## src/design/tsfe_pkg.sv

```systemverilog
package tsfe_pkg;

	localparam int unsigned FRAME_LEN = 10;
	localparam int unsigned CNT_W     = $clog2(FRAME_LEN);

	localparam logic [CNT_W-1:0] LAST_SLOT = CNT_W'(FRAME_LEN - 1);

	localparam logic [7:0] ASCII_ZERO = 8'h30;
	localparam logic [7:0] CHECK_BASE = 8'd64;
	localparam logic [7:0] BYTE_CR    = 8'd13;
	localparam logic [7:0] BYTE_LF    = 8'd10;

	typedef logic [7:0] byte_t;

	typedef struct packed {
		logic [6:0] quo;
		logic [3:0] rem;
	} div10_t;

	// Divide a 10-bit value by ten: multiply by 205/2048, exact below 1029.
	function automatic div10_t div10(input logic [9:0] x);
		logic [17:0] prod;
		logic [13:0] back;
		div10_t      res;
		prod    = {8'd0, x} * 18'd205;
		res.quo = prod[17:11];
		back    = {7'd0, res.quo} * 14'd10;
		res.rem = 4'(x - back[9:0]);
		return res;
	endfunction

	function automatic byte_t ascii_digit(input logic [3:0] d);
		return ASCII_ZERO + {4'd0, d};
	endfunction

endpackage

```

## src/design/timer_serial_frame_encoder.sv

```systemverilog
// Timer serial frame encoder. Each input word carries a status byte and a
// time (minutes, seconds, milliseconds) and turns into a ten-byte frame on
// the output channel: status, minute ones, second tens and ones, millisecond
// hundreds, tens and ones as ASCII digits, a checksum of 64 plus the digit
// sum, then CR and LF, with last_byte high on the LF. One frame byte leaves
// per cycle while byte_stall is low; that output byte slot is what sets the
// sustained item rate. An accepted word goes through the input register and
// then the frame register, which drives the output byte. The input register
// takes the next word while the current frame is still being sent, and the
// frame register reloads in the same cycle the LF byte is taken, so frames
// follow each other with no gap. A millisecond value above 999 sends a
// hundreds digit of ten, which appears as ':' and counts as ten in the
// checksum.
module timer_serial_frame_encoder (
	input  logic       clk,
	input  logic       arst_n,
	input  logic       item_valid,
	output logic       item_stall,
	input  logic [7:0] status_char,
	input  logic [6:0] minutes,
	input  logic [5:0] seconds,
	input  logic [9:0] milliseconds,
	output logic       byte_valid,
	input  logic       byte_stall,
	output logic [7:0] frame_byte,
	output logic       last_byte
);

	// Input register
	logic       valid_s1;
	logic [7:0] status_s1;
	logic [6:0] minutes_s1;
	logic [5:0] seconds_s1;
	logic [9:0] msec_s1;

	// Frame register and byte counter
	logic                         valid_s2;
	tsfe_pkg::byte_t              frame_s2 [tsfe_pkg::FRAME_LEN];
	logic [tsfe_pkg::CNT_W-1:0]   slot_q;

	logic byte_take;
	logic frame_done;
	logic load_s2;

	tsfe_pkg::div10_t min_dv;
	tsfe_pkg::div10_t sec_dv;
	tsfe_pkg::div10_t ms_dv;
	tsfe_pkg::div10_t ms_tens_dv;

	logic [3:0] dig_min;
	logic [3:0] dig_sec_t;
	logic [3:0] dig_sec_o;
	logic [3:0] dig_ms_h;
	logic [3:0] dig_ms_t;
	logic [3:0] dig_ms_o;
	logic [5:0] dig_sum;

	tsfe_pkg::byte_t frame_next [tsfe_pkg::FRAME_LEN];

	assign byte_take  = valid_s2 && !byte_stall;
	assign frame_done = byte_take && (slot_q == tsfe_pkg::LAST_SLOT);
	// Reload the frame when it is empty or its last byte leaves this cycle.
	assign load_s2    = valid_s1 && (!valid_s2 || frame_done);
	// Hold the input word only while it cannot move into the frame register.
	assign item_stall = valid_s1 && !load_s2;

	// Split the time into decimal digits.
	always_comb begin
		min_dv     = tsfe_pkg::div10({3'd0, minutes_s1});
		sec_dv     = tsfe_pkg::div10({4'd0, seconds_s1});
		ms_dv      = tsfe_pkg::div10(msec_s1);
		ms_tens_dv = tsfe_pkg::div10({3'd0, ms_dv.quo});

		dig_min   = min_dv.rem;
		dig_sec_t = sec_dv.quo[3:0];
		dig_sec_o = sec_dv.rem;
		dig_ms_h  = ms_tens_dv.quo[3:0];
		dig_ms_t  = ms_tens_dv.rem;
		dig_ms_o  = ms_dv.rem;

		dig_sum = {2'd0, dig_min} + {2'd0, dig_sec_t} + {2'd0, dig_sec_o}
		        + {2'd0, dig_ms_h} + {2'd0, dig_ms_t} + {2'd0, dig_ms_o};

		frame_next[0] = status_s1;
		frame_next[1] = tsfe_pkg::ascii_digit(dig_min);
		frame_next[2] = tsfe_pkg::ascii_digit(dig_sec_t);
		frame_next[3] = tsfe_pkg::ascii_digit(dig_sec_o);
		frame_next[4] = tsfe_pkg::ascii_digit(dig_ms_h);
		frame_next[5] = tsfe_pkg::ascii_digit(dig_ms_t);
		frame_next[6] = tsfe_pkg::ascii_digit(dig_ms_o);
		frame_next[7] = tsfe_pkg::CHECK_BASE + {2'd0, dig_sum};
		frame_next[8] = tsfe_pkg::BYTE_CR;
		frame_next[9] = tsfe_pkg::BYTE_LF;
	end

	// Input stage: take a new word whenever the stage is not held.
	always_ff @(posedge clk or negedge arst_n) begin
		if (!arst_n) begin
			valid_s1 <= 1'b0;
		end else if (!item_stall) begin
			valid_s1 <= item_valid;
		end
	end

	always_ff @(posedge clk) begin
		if (!item_stall && item_valid) begin
			status_s1  <= status_char;
			minutes_s1 <= minutes;
			seconds_s1 <= seconds;
			msec_s1    <= milliseconds;
		end
	end

	// Frame stage control: advance the slot on each taken byte.
	always_ff @(posedge clk or negedge arst_n) begin
		if (!arst_n) begin
			valid_s2 <= 1'b0;
			slot_q   <= '0;
		end else if (load_s2) begin
			valid_s2 <= 1'b1;
			slot_q   <= '0;
		end else if (frame_done) begin
			valid_s2 <= 1'b0;
			slot_q   <= '0;
		end else if (byte_take) begin
			slot_q <= slot_q + 1'b1;
		end
	end

	// Frame bytes: load all ten, then shift toward slot zero as bytes leave.
	always_ff @(posedge clk) begin
		if (load_s2) begin
			frame_s2 <= frame_next;
		end else if (byte_take) begin
			for (int i = 0; i < tsfe_pkg::FRAME_LEN - 1; i++) begin
				frame_s2[i] <= frame_s2[i + 1];
			end
		end
	end

	assign byte_valid = valid_s2;
	assign frame_byte = frame_s2[0];
	assign last_byte  = (slot_q == tsfe_pkg::LAST_SLOT);

endmodule

```

## config.mk

```make
export PLATFORM = sky130hd
export DESIGN_NAME = timer_serial_frame_encoder
export DESIGN_NICKNAME = d
export VERILOG_FILES = /design/src/design/tsfe_pkg.sv /design/src/design/timer_serial_frame_encoder.sv
export SDC_FILE = /design/constraint.sdc
export NUM_CORES = 1
export LEC_CHECK = 0
export BUFFER_PORTS_ARGS = -buffer_cell sky130_fd_sc_hd__buf_2
export CORE_ASPECT_RATIO = 0.7
export CORE_MARGIN = 3
export CORE_UTILIZATION = 40
export CTS_CLUSTER_SIZE = 16
export DETAILED_ROUTE_END_ITERATION = 8
export HOLD_SLACK_MARGIN = 0.03
export PLACE_DENSITY_LB_ADDON = 0.1
export SLEW_MARGIN = 10
export SYNTH_ARGS = -nofsm -noshare
export SYNTH_HDL_FRONTEND = slang
export SYNTH_SLANG_ARGS = --single-unit
export TNS_END_PERCENT = 5
```

## constraint.sdc

```tcl
create_clock -name clk -period 11.3 [get_ports clk]
set_input_delay 2.26 -clock clk [delete_from_list [all_inputs] [get_ports clk]]
set_output_delay 2.26 -clock clk [all_outputs]
set_load 0.05 [all_outputs]
```

==> impl_metrics.ini, run 1 <==
[status]
status = finished clean

[finish]
fillers = 1874
nets = 1040
drive_gt1_share_pct = 15.08
syn_to_final_growth_pct = 13.14
diodes = 0
stdcell_area_um2 = 9230

[worst_setup_path]
crit_start = msec_s1[8]$_DFFE_PP_
crit_path_max_fanout = 6
cp-end-kind = flop
critPathSlowestCell = fa_1
max_stage_delay_ns = 0.54
cp-start-kind = flop
crit_arrival_ns = 10.82
crit_top_cell = inv_1
path_class = flop to flop
required_ns = 11.38
r2r-start = msec_s1[8]$_DFFE_PP_

[clock_network]
cts_sinks = 96
htree_levels = 3
cts_root_buf = clkbuf_16
hold_buffers = 0
cts_max_path_buffers = 2
numCtsBuffers = 9
worstSkewPairLatency_ns = 0.36
cts_tree = yes
clk_pin_slew_worst_paths_ns = 0.08

[floorplanning]
die_w_um = 176.7
coreArea_um2 = 19910
row_count = 43
ios = 46
die_h_um = 125.5
floorplan.initialDensity_pct = 40.98
die-area_um2 = 22170

[yosys]
ys_seq_area_share_pct = 34.72
synth_ff_type = edfxtp_1
synth_seq_cells = 96
synth_top_cell_area_share_pct = 32.39
syn_nets = 984
synth-edff-count = 88
synth.area.top_cells = edfxtp_1 32%, ha_1 22%, fa_1 14%
yosysWarnings = 0
syn_inst = 748
async_flop_share_pct = 6.250
yosys.area.top_type = edfxtp_1
syn_area_um2 = 8158
avgSynthCellArea_um2 = 10.91
synth_cell_types = 55

[detailed_routing]
dr.pass1.iters = 4
vias = 5137
final_antenna_net_count = 0
drc_errors = 0
viasPerCell = 4.761
routed_wl_um = 16430
wl_per_cell_um = 15.23
drt_iter0_drc = 235

[worst_hold_path]
holdCritStartpoint = frame_s2[8]$_SDFFE_PP1P_
min_path_type = flop to flop

[global_route]
grt_max_degree = 69
grt_pass1_vias = 5468
grt_pass1_wl_um = 28060
grt_use_total_pct = 15.87
grt_overflow = 0
antenna_found_initial = 0

[timing]
period_needed_ns = 10.74
max_freq_ghz = 0.09312
slew_violations = 0
skew_ns = 0.01288
hold_viol = 0
period_share_pct = 95.04
setup_viol = 0
worst_pin_slew_ns = 0.9132
relSlewSlack_pct = 39.12

[place]
dp_hpwl_um = 12710
port_buffers = 45
gp_congestion = 0.8597
placed_cell_area_um2 = 8691

[flow_run]
cap_violations = 0
sequential cells by signal (all words and copies together) (netlist names):
| register | cells |
|---|---|
| byte_valid | 1 |
| frame_byte | 8 |
| frame_s2 | 51 |
| minutes_s1 | 7 |
| msec_s1 | 10 |
| seconds_s1 | 6 |
| slot_q | 4 |
| status_s1 | 8 |
| valid_s1 | 1 |
layout make-up:
cell class / instances / area, µm² / area share (%)
multi-input cells: 481 / 4795 / 51.95
flip-flops and latches: 96 / 2833 / 30.69
inverters: 148 / 555.5 / 6.019
repair buffers: 68 / 397.9 / 4.311
well taps: 270 / 337.8 / 3.660
clock buffers: 10 / 239.0 / 2.589
clock inverters: 6 / 72.57 / 0.7862
cell usage in the layout (no fill, tap or decap), types with 3 or more instances in the layout:
cell / synthesis / layout
xor2_1: 14 / 13
nand2_1: 70 / 69
fa_1: 57 / 57
xnor2_1: 24 / 21
nor2b_1: 4 / 4
nand4_1: 5 / 5
edfxtp_1: 88 / 88
inv_1: 148 / 147
ha_4: 0 / 3
nand2b_1: 4 / 4
and3_1: 8 / 8
dfrtp_1: 6 / 6
a21oi_1: 16 / 14
and2_1: 4 / 3
a31oi_4: 2 / 3
buf_4: 8 / 23
ha_1: 144 / 140
o21ai_0: 24 / 23
nor2_1: 16 / 14
or2_2: 4 / 4
xnor2_2: 2 / 4
nand3_1: 35 / 35
a21o_1: 9 / 9
buf_2: 0 / 45
clkbuf_16: 0 / 9
a22o_1: 4 / 4
worst paths after layout:
| path | slack, ns | end | cells past startpoint |
|---|---|---|---|
| setup / recovery | 0.56 | frame_s2[21]$_DFFE_PP_ | 46 |
| hold / removal | 0.47 | frame_s2[8]$_SDFFE_PP1P_ | 2 |
| setup reg to reg | 0.56 | frame_s2[21]$_DFFE_PP_ | 46 |
| hold reg to reg | 0.47 | frame_s2[8]$_SDFFE_PP1P_ | 2 |
| max in group asynchronous | 9.43 | slot_q[0]$_DFFE_PN0P_ | 1 |
| min in group asynchronous | 1.72 | slot_q[3]$_DFFE_PN0P_ | 1 |
metrics by stage:
step                      setup WS (ns)  instances   TNS, ns  hold WS, ns  utilization [%]
after floorplan                  0.7379        748         0       0.4348                -
after global placement           0.3841       1051         0       0.4559            43.66
after detailed placement        0.02118       1051         0       0.4658            43.66
after CTS                       0.05787       1067         0       0.4767            45.26
after global routing           -0.07087       1079  -0.07087       0.5235            46.37
final                            0.5608       1079         0       0.4737            46.37
cell families after synthesis:
kind of cell             Yosys count  share of synthesized area, %
adder cells (fa/ha/maj)          201                         36.07
buffers and inverters            171                         8.328
AND/OR/NAND/NOR                  158                         9.156
flip-flops                        96                         34.72
AO/OA/AOI/OAI                     80                         6.933
XOR/XNOR                          40                         4.479
multiplexers                       2                        0.3067
routing by layer:
| layer | GRT usage [%] | vias to the layer above | part of all wire (%) |
|---|---|---|---|
| met5 | 0 | - | 0 |
| met1 | 24.73 | 2439 | 53 |
| li1 | - | 2615 | - |
| met2 | 23.11 | 71 | 42 |
| met4 | 3.186 | 0 | 0.91 |
| met3 | 2.793 | 12 | 3.8 |
critical path: cells and delay by family (launching register included):
| kind | cells | cell delay [ns] |
|---|---|---|
| simple gates | 3 | 0.48 |
| flops | 1 | 0.44 |
| buf+inv | 10 | 0.51 |
| compound gates | 13 | 2.48 |
| fa+ha+maj | 15 | 5.68 |
| xor+xnor | 5 | 0.82 |
Yosys cell counts (all sizes together), types with 6 or more instances:
cell type	instances
a21o	9
a21oi	16
and3	11
buf	9
clkbuf	14
dfrtp	6
edfxtp	88
fa	57
ha	144
inv	148
nand2	70
nand3	35
nand4	6
nor2	16
o21ai	25
xnor2	26
xor2	14
what timing repair did:
action / CTS / global route
pin swaps: 0 / 9
endpoints found under the setup margin: 1 / 3
gates resized for setup: 1 / 21
hold endpoints to repair: 0 / 0
setup buffers: 0 / 12
Power of run 1 is not shown: default switching activity piles up to over one toggle a cycle in this logic, so the estimate is an artifact.
==> run 2: changes to the inputs <==
--- a/config.mk
+++ b/config.mk
@@ -6,6 +6,8 @@
 export NUM_CORES = 1
 export LEC_CHECK = 0
 export BUFFER_PORTS_ARGS = -buffer_cell sky130_fd_sc_hd__buf_2
+export CELL_PAD_IN_SITES_DETAIL_PLACEMENT = 1
+export CELL_PAD_IN_SITES_GLOBAL_PLACEMENT = 1
 export CORE_ASPECT_RATIO = 0.7
 export CORE_MARGIN = 3
 export CORE_UTILIZATION = 40
@@ -13,6 +15,7 @@
 export DETAILED_ROUTE_END_ITERATION = 8
 export HOLD_SLACK_MARGIN = 0.03
 export PLACE_DENSITY_LB_ADDON = 0.1
+export SETUP_SLACK_MARGIN = 0.1
 export SLEW_MARGIN = 10
 export SYNTH_ARGS = -nofsm -noshare
 export SYNTH_HDL_FRONTEND = slang
==> run 2 against run 1 <==
- worst setup slack lost 0.072 ns
- core utilization grew 0.53 points
- critical path depth shrank 2
- global-route usage grew 1.5 points
- fmax shrank 0.66%
- routed wire length grew 11%
- sequential cell count is the same
- cell count grew 0.28%
- non-clock buffer count grew 3
- critical path type unchanged
- hold slack gained 0.0087 ns
- clock skew grew 0.0043 ns
- count of clock-buffer cells in the layout shrank 1
==> impl_metrics.ini, run 2 (same netlist as run 1, synthesis figures left out) <==
[floorplanning]
die_w_um = 176.7
die-area_um2 = 22170
coreArea_um2 = 19910
row_count = 43
die_h_um = 125.5
floorplan.initialDensity_pct = 40.98
ios = 46

[clock_network]
htree_levels = 3
cts_sinks = 96
numCtsBuffers = 9
hold_buffers = 0
worstSkewPairLatency_ns = 0.36
cts_tree = yes
cts_max_path_buffers = 2
clk_pin_slew_worst_paths_ns = 0.08
cts_root_buf = clkbuf_16

[global_route]
antenna_found_initial = 0
grt_use_total_pct = 17.41
grt_pass1_wl_um = 30650
grt_pass1_vias = 5934
grt_overflow = 0
grt_max_degree = 69

[worst_setup_path]
crit_path_max_fanout = 6
crit_top_cell = inv_1
cp-start-kind = flop
r2r_cells = 44
critPathSlowestCell = fa_1
crit_arrival_ns = 10.90
max_stage_delay_ns = 0.54
cp-end-kind = flop
required_ns = 11.39
path_class = flop to flop

[worst_hold_path]
min_path_type = flop to flop
hold_depth = 2

[timing]
max_freq_ghz = 0.09250
worst_pin_slew_ns = 1.159
relSlewSlack_pct = 22.54
period_share_pct = 95.67
hold_viol = 0
whs_ns = 0.4824
slew_violations = 0
period_needed_ns = 10.81
skew_ns = 0.01715
setup_viol = 0
rsz0062_at_grt = no
setup_slack_ns = 0.4889

[detailed_routing]
final_antenna_net_count = 0
vias = 5355
viasPerCell = 4.949
dr.pass1.iters = 6
wl_per_cell_um = 16.83
routed_wl_um = 18210
drc_errors = 0
drt_iter0_drc = 259

[finish]
diodes = 0
top_register = frame_s2
largest_reg_flops = 51
layout_common_cells = 146 x inv_1, 135 x ha_1, 88 x edfxtp_1, 69 x nand2_1, 56 x fa_1
syn_to_final_growth_pct = 14.45
nets = 1043
regArea_um2 = 2833
final_common_cell = inv_1
drive_gt1_share_pct = 16.63
multiInputGateArea_um2 = 4877
top_regs = frame_s2 x51, msec_s1 x10
fillers = 2175

[flow_run]
cap_violations = 0

[place]
place_ws_ns = -0.1491
gp_congestion = 0.8579
dp_hpwl_um = 14040
port_buffers = 45

[status]
status = finished clean
## run 2: timing repair
action,4_1_cts,5_1_grt
resized for setup,7,27
hold endpoints to repair,0,0
setup endpoints to repair,3,3
pin swaps,1,17
setup buffers,1,15
## run 2: path summary, 6_finish.rpt
| path | start | end | slack (ns) |
|---|---|---|---|
| worst min register to register | frame_s2[8]$_SDFFE_PP1P_ | frame_s2[8]$_SDFFE_PP1P_ | 0.48 |
| worst min-delay path | frame_s2[8]$_SDFFE_PP1P_ | frame_s2[8]$_SDFFE_PP1P_ | 0.48 |
| worst max-delay path | msec_s1[7]$_DFFE_PP_ | frame_s2[21]$_DFFE_PP_ | 0.49 |
| max in group asynchronous | arst_n | slot_q[1]$_DFFE_PN0P_ | 9.43 |
| min in group asynchronous | arst_n | slot_q[3]$_DFFE_PN0P_ | 1.72 |
| worst max register to register | msec_s1[7]$_DFFE_PP_ | frame_s2[21]$_DFFE_PP_ | 0.49 |
## run 2: critical path, delay by kind of cell (launching register included)
family,cells,cell delay [ns]
AOI/OAI and AO/OA,13,2.41
DFF,1,0.52
xor gates and xnor gates,5,0.92
and+or+nand+nor,4,0.72
buffers and inverters,8,0.52
adders and majority gates,14,5.45
## run 2: stage by stage
step / utilization [%] / area (µm²) / instances / setup TNS [ns]
final: 46.90 / 9336 / 1082 / 0
after global routing: 46.90 / 9336 / 1082 / 0
after floorplan: - / 8158 / 748 / 0
after detailed placement: 43.62 / 8683 / 1050 / -0.1491
after global placement: 43.62 / 8683 / 1050 / 0
after CTS: 45.43 / 9044 / 1067 / 0
## run 2: final cells by class
class	instances	area share (%)
repair buffers	71	4.503
well taps	270	3.618
inverters	148	5.950
clock inverters	7	0.9381
flip-flops and latches	96	30.34
multi-input cells	481	52.24
clock buffers	9	2.412
## run 2: metal layers
layer,track usage [%],vias up,part of all wire [%]
met3,3.522,11,3.7
met1,25.77,2659,51
li1,-,2620,-
met4,3.463,0,0.91
met5,0,-,0
met2,26.62,65,44
Power of run 2 is left out for the same reason.
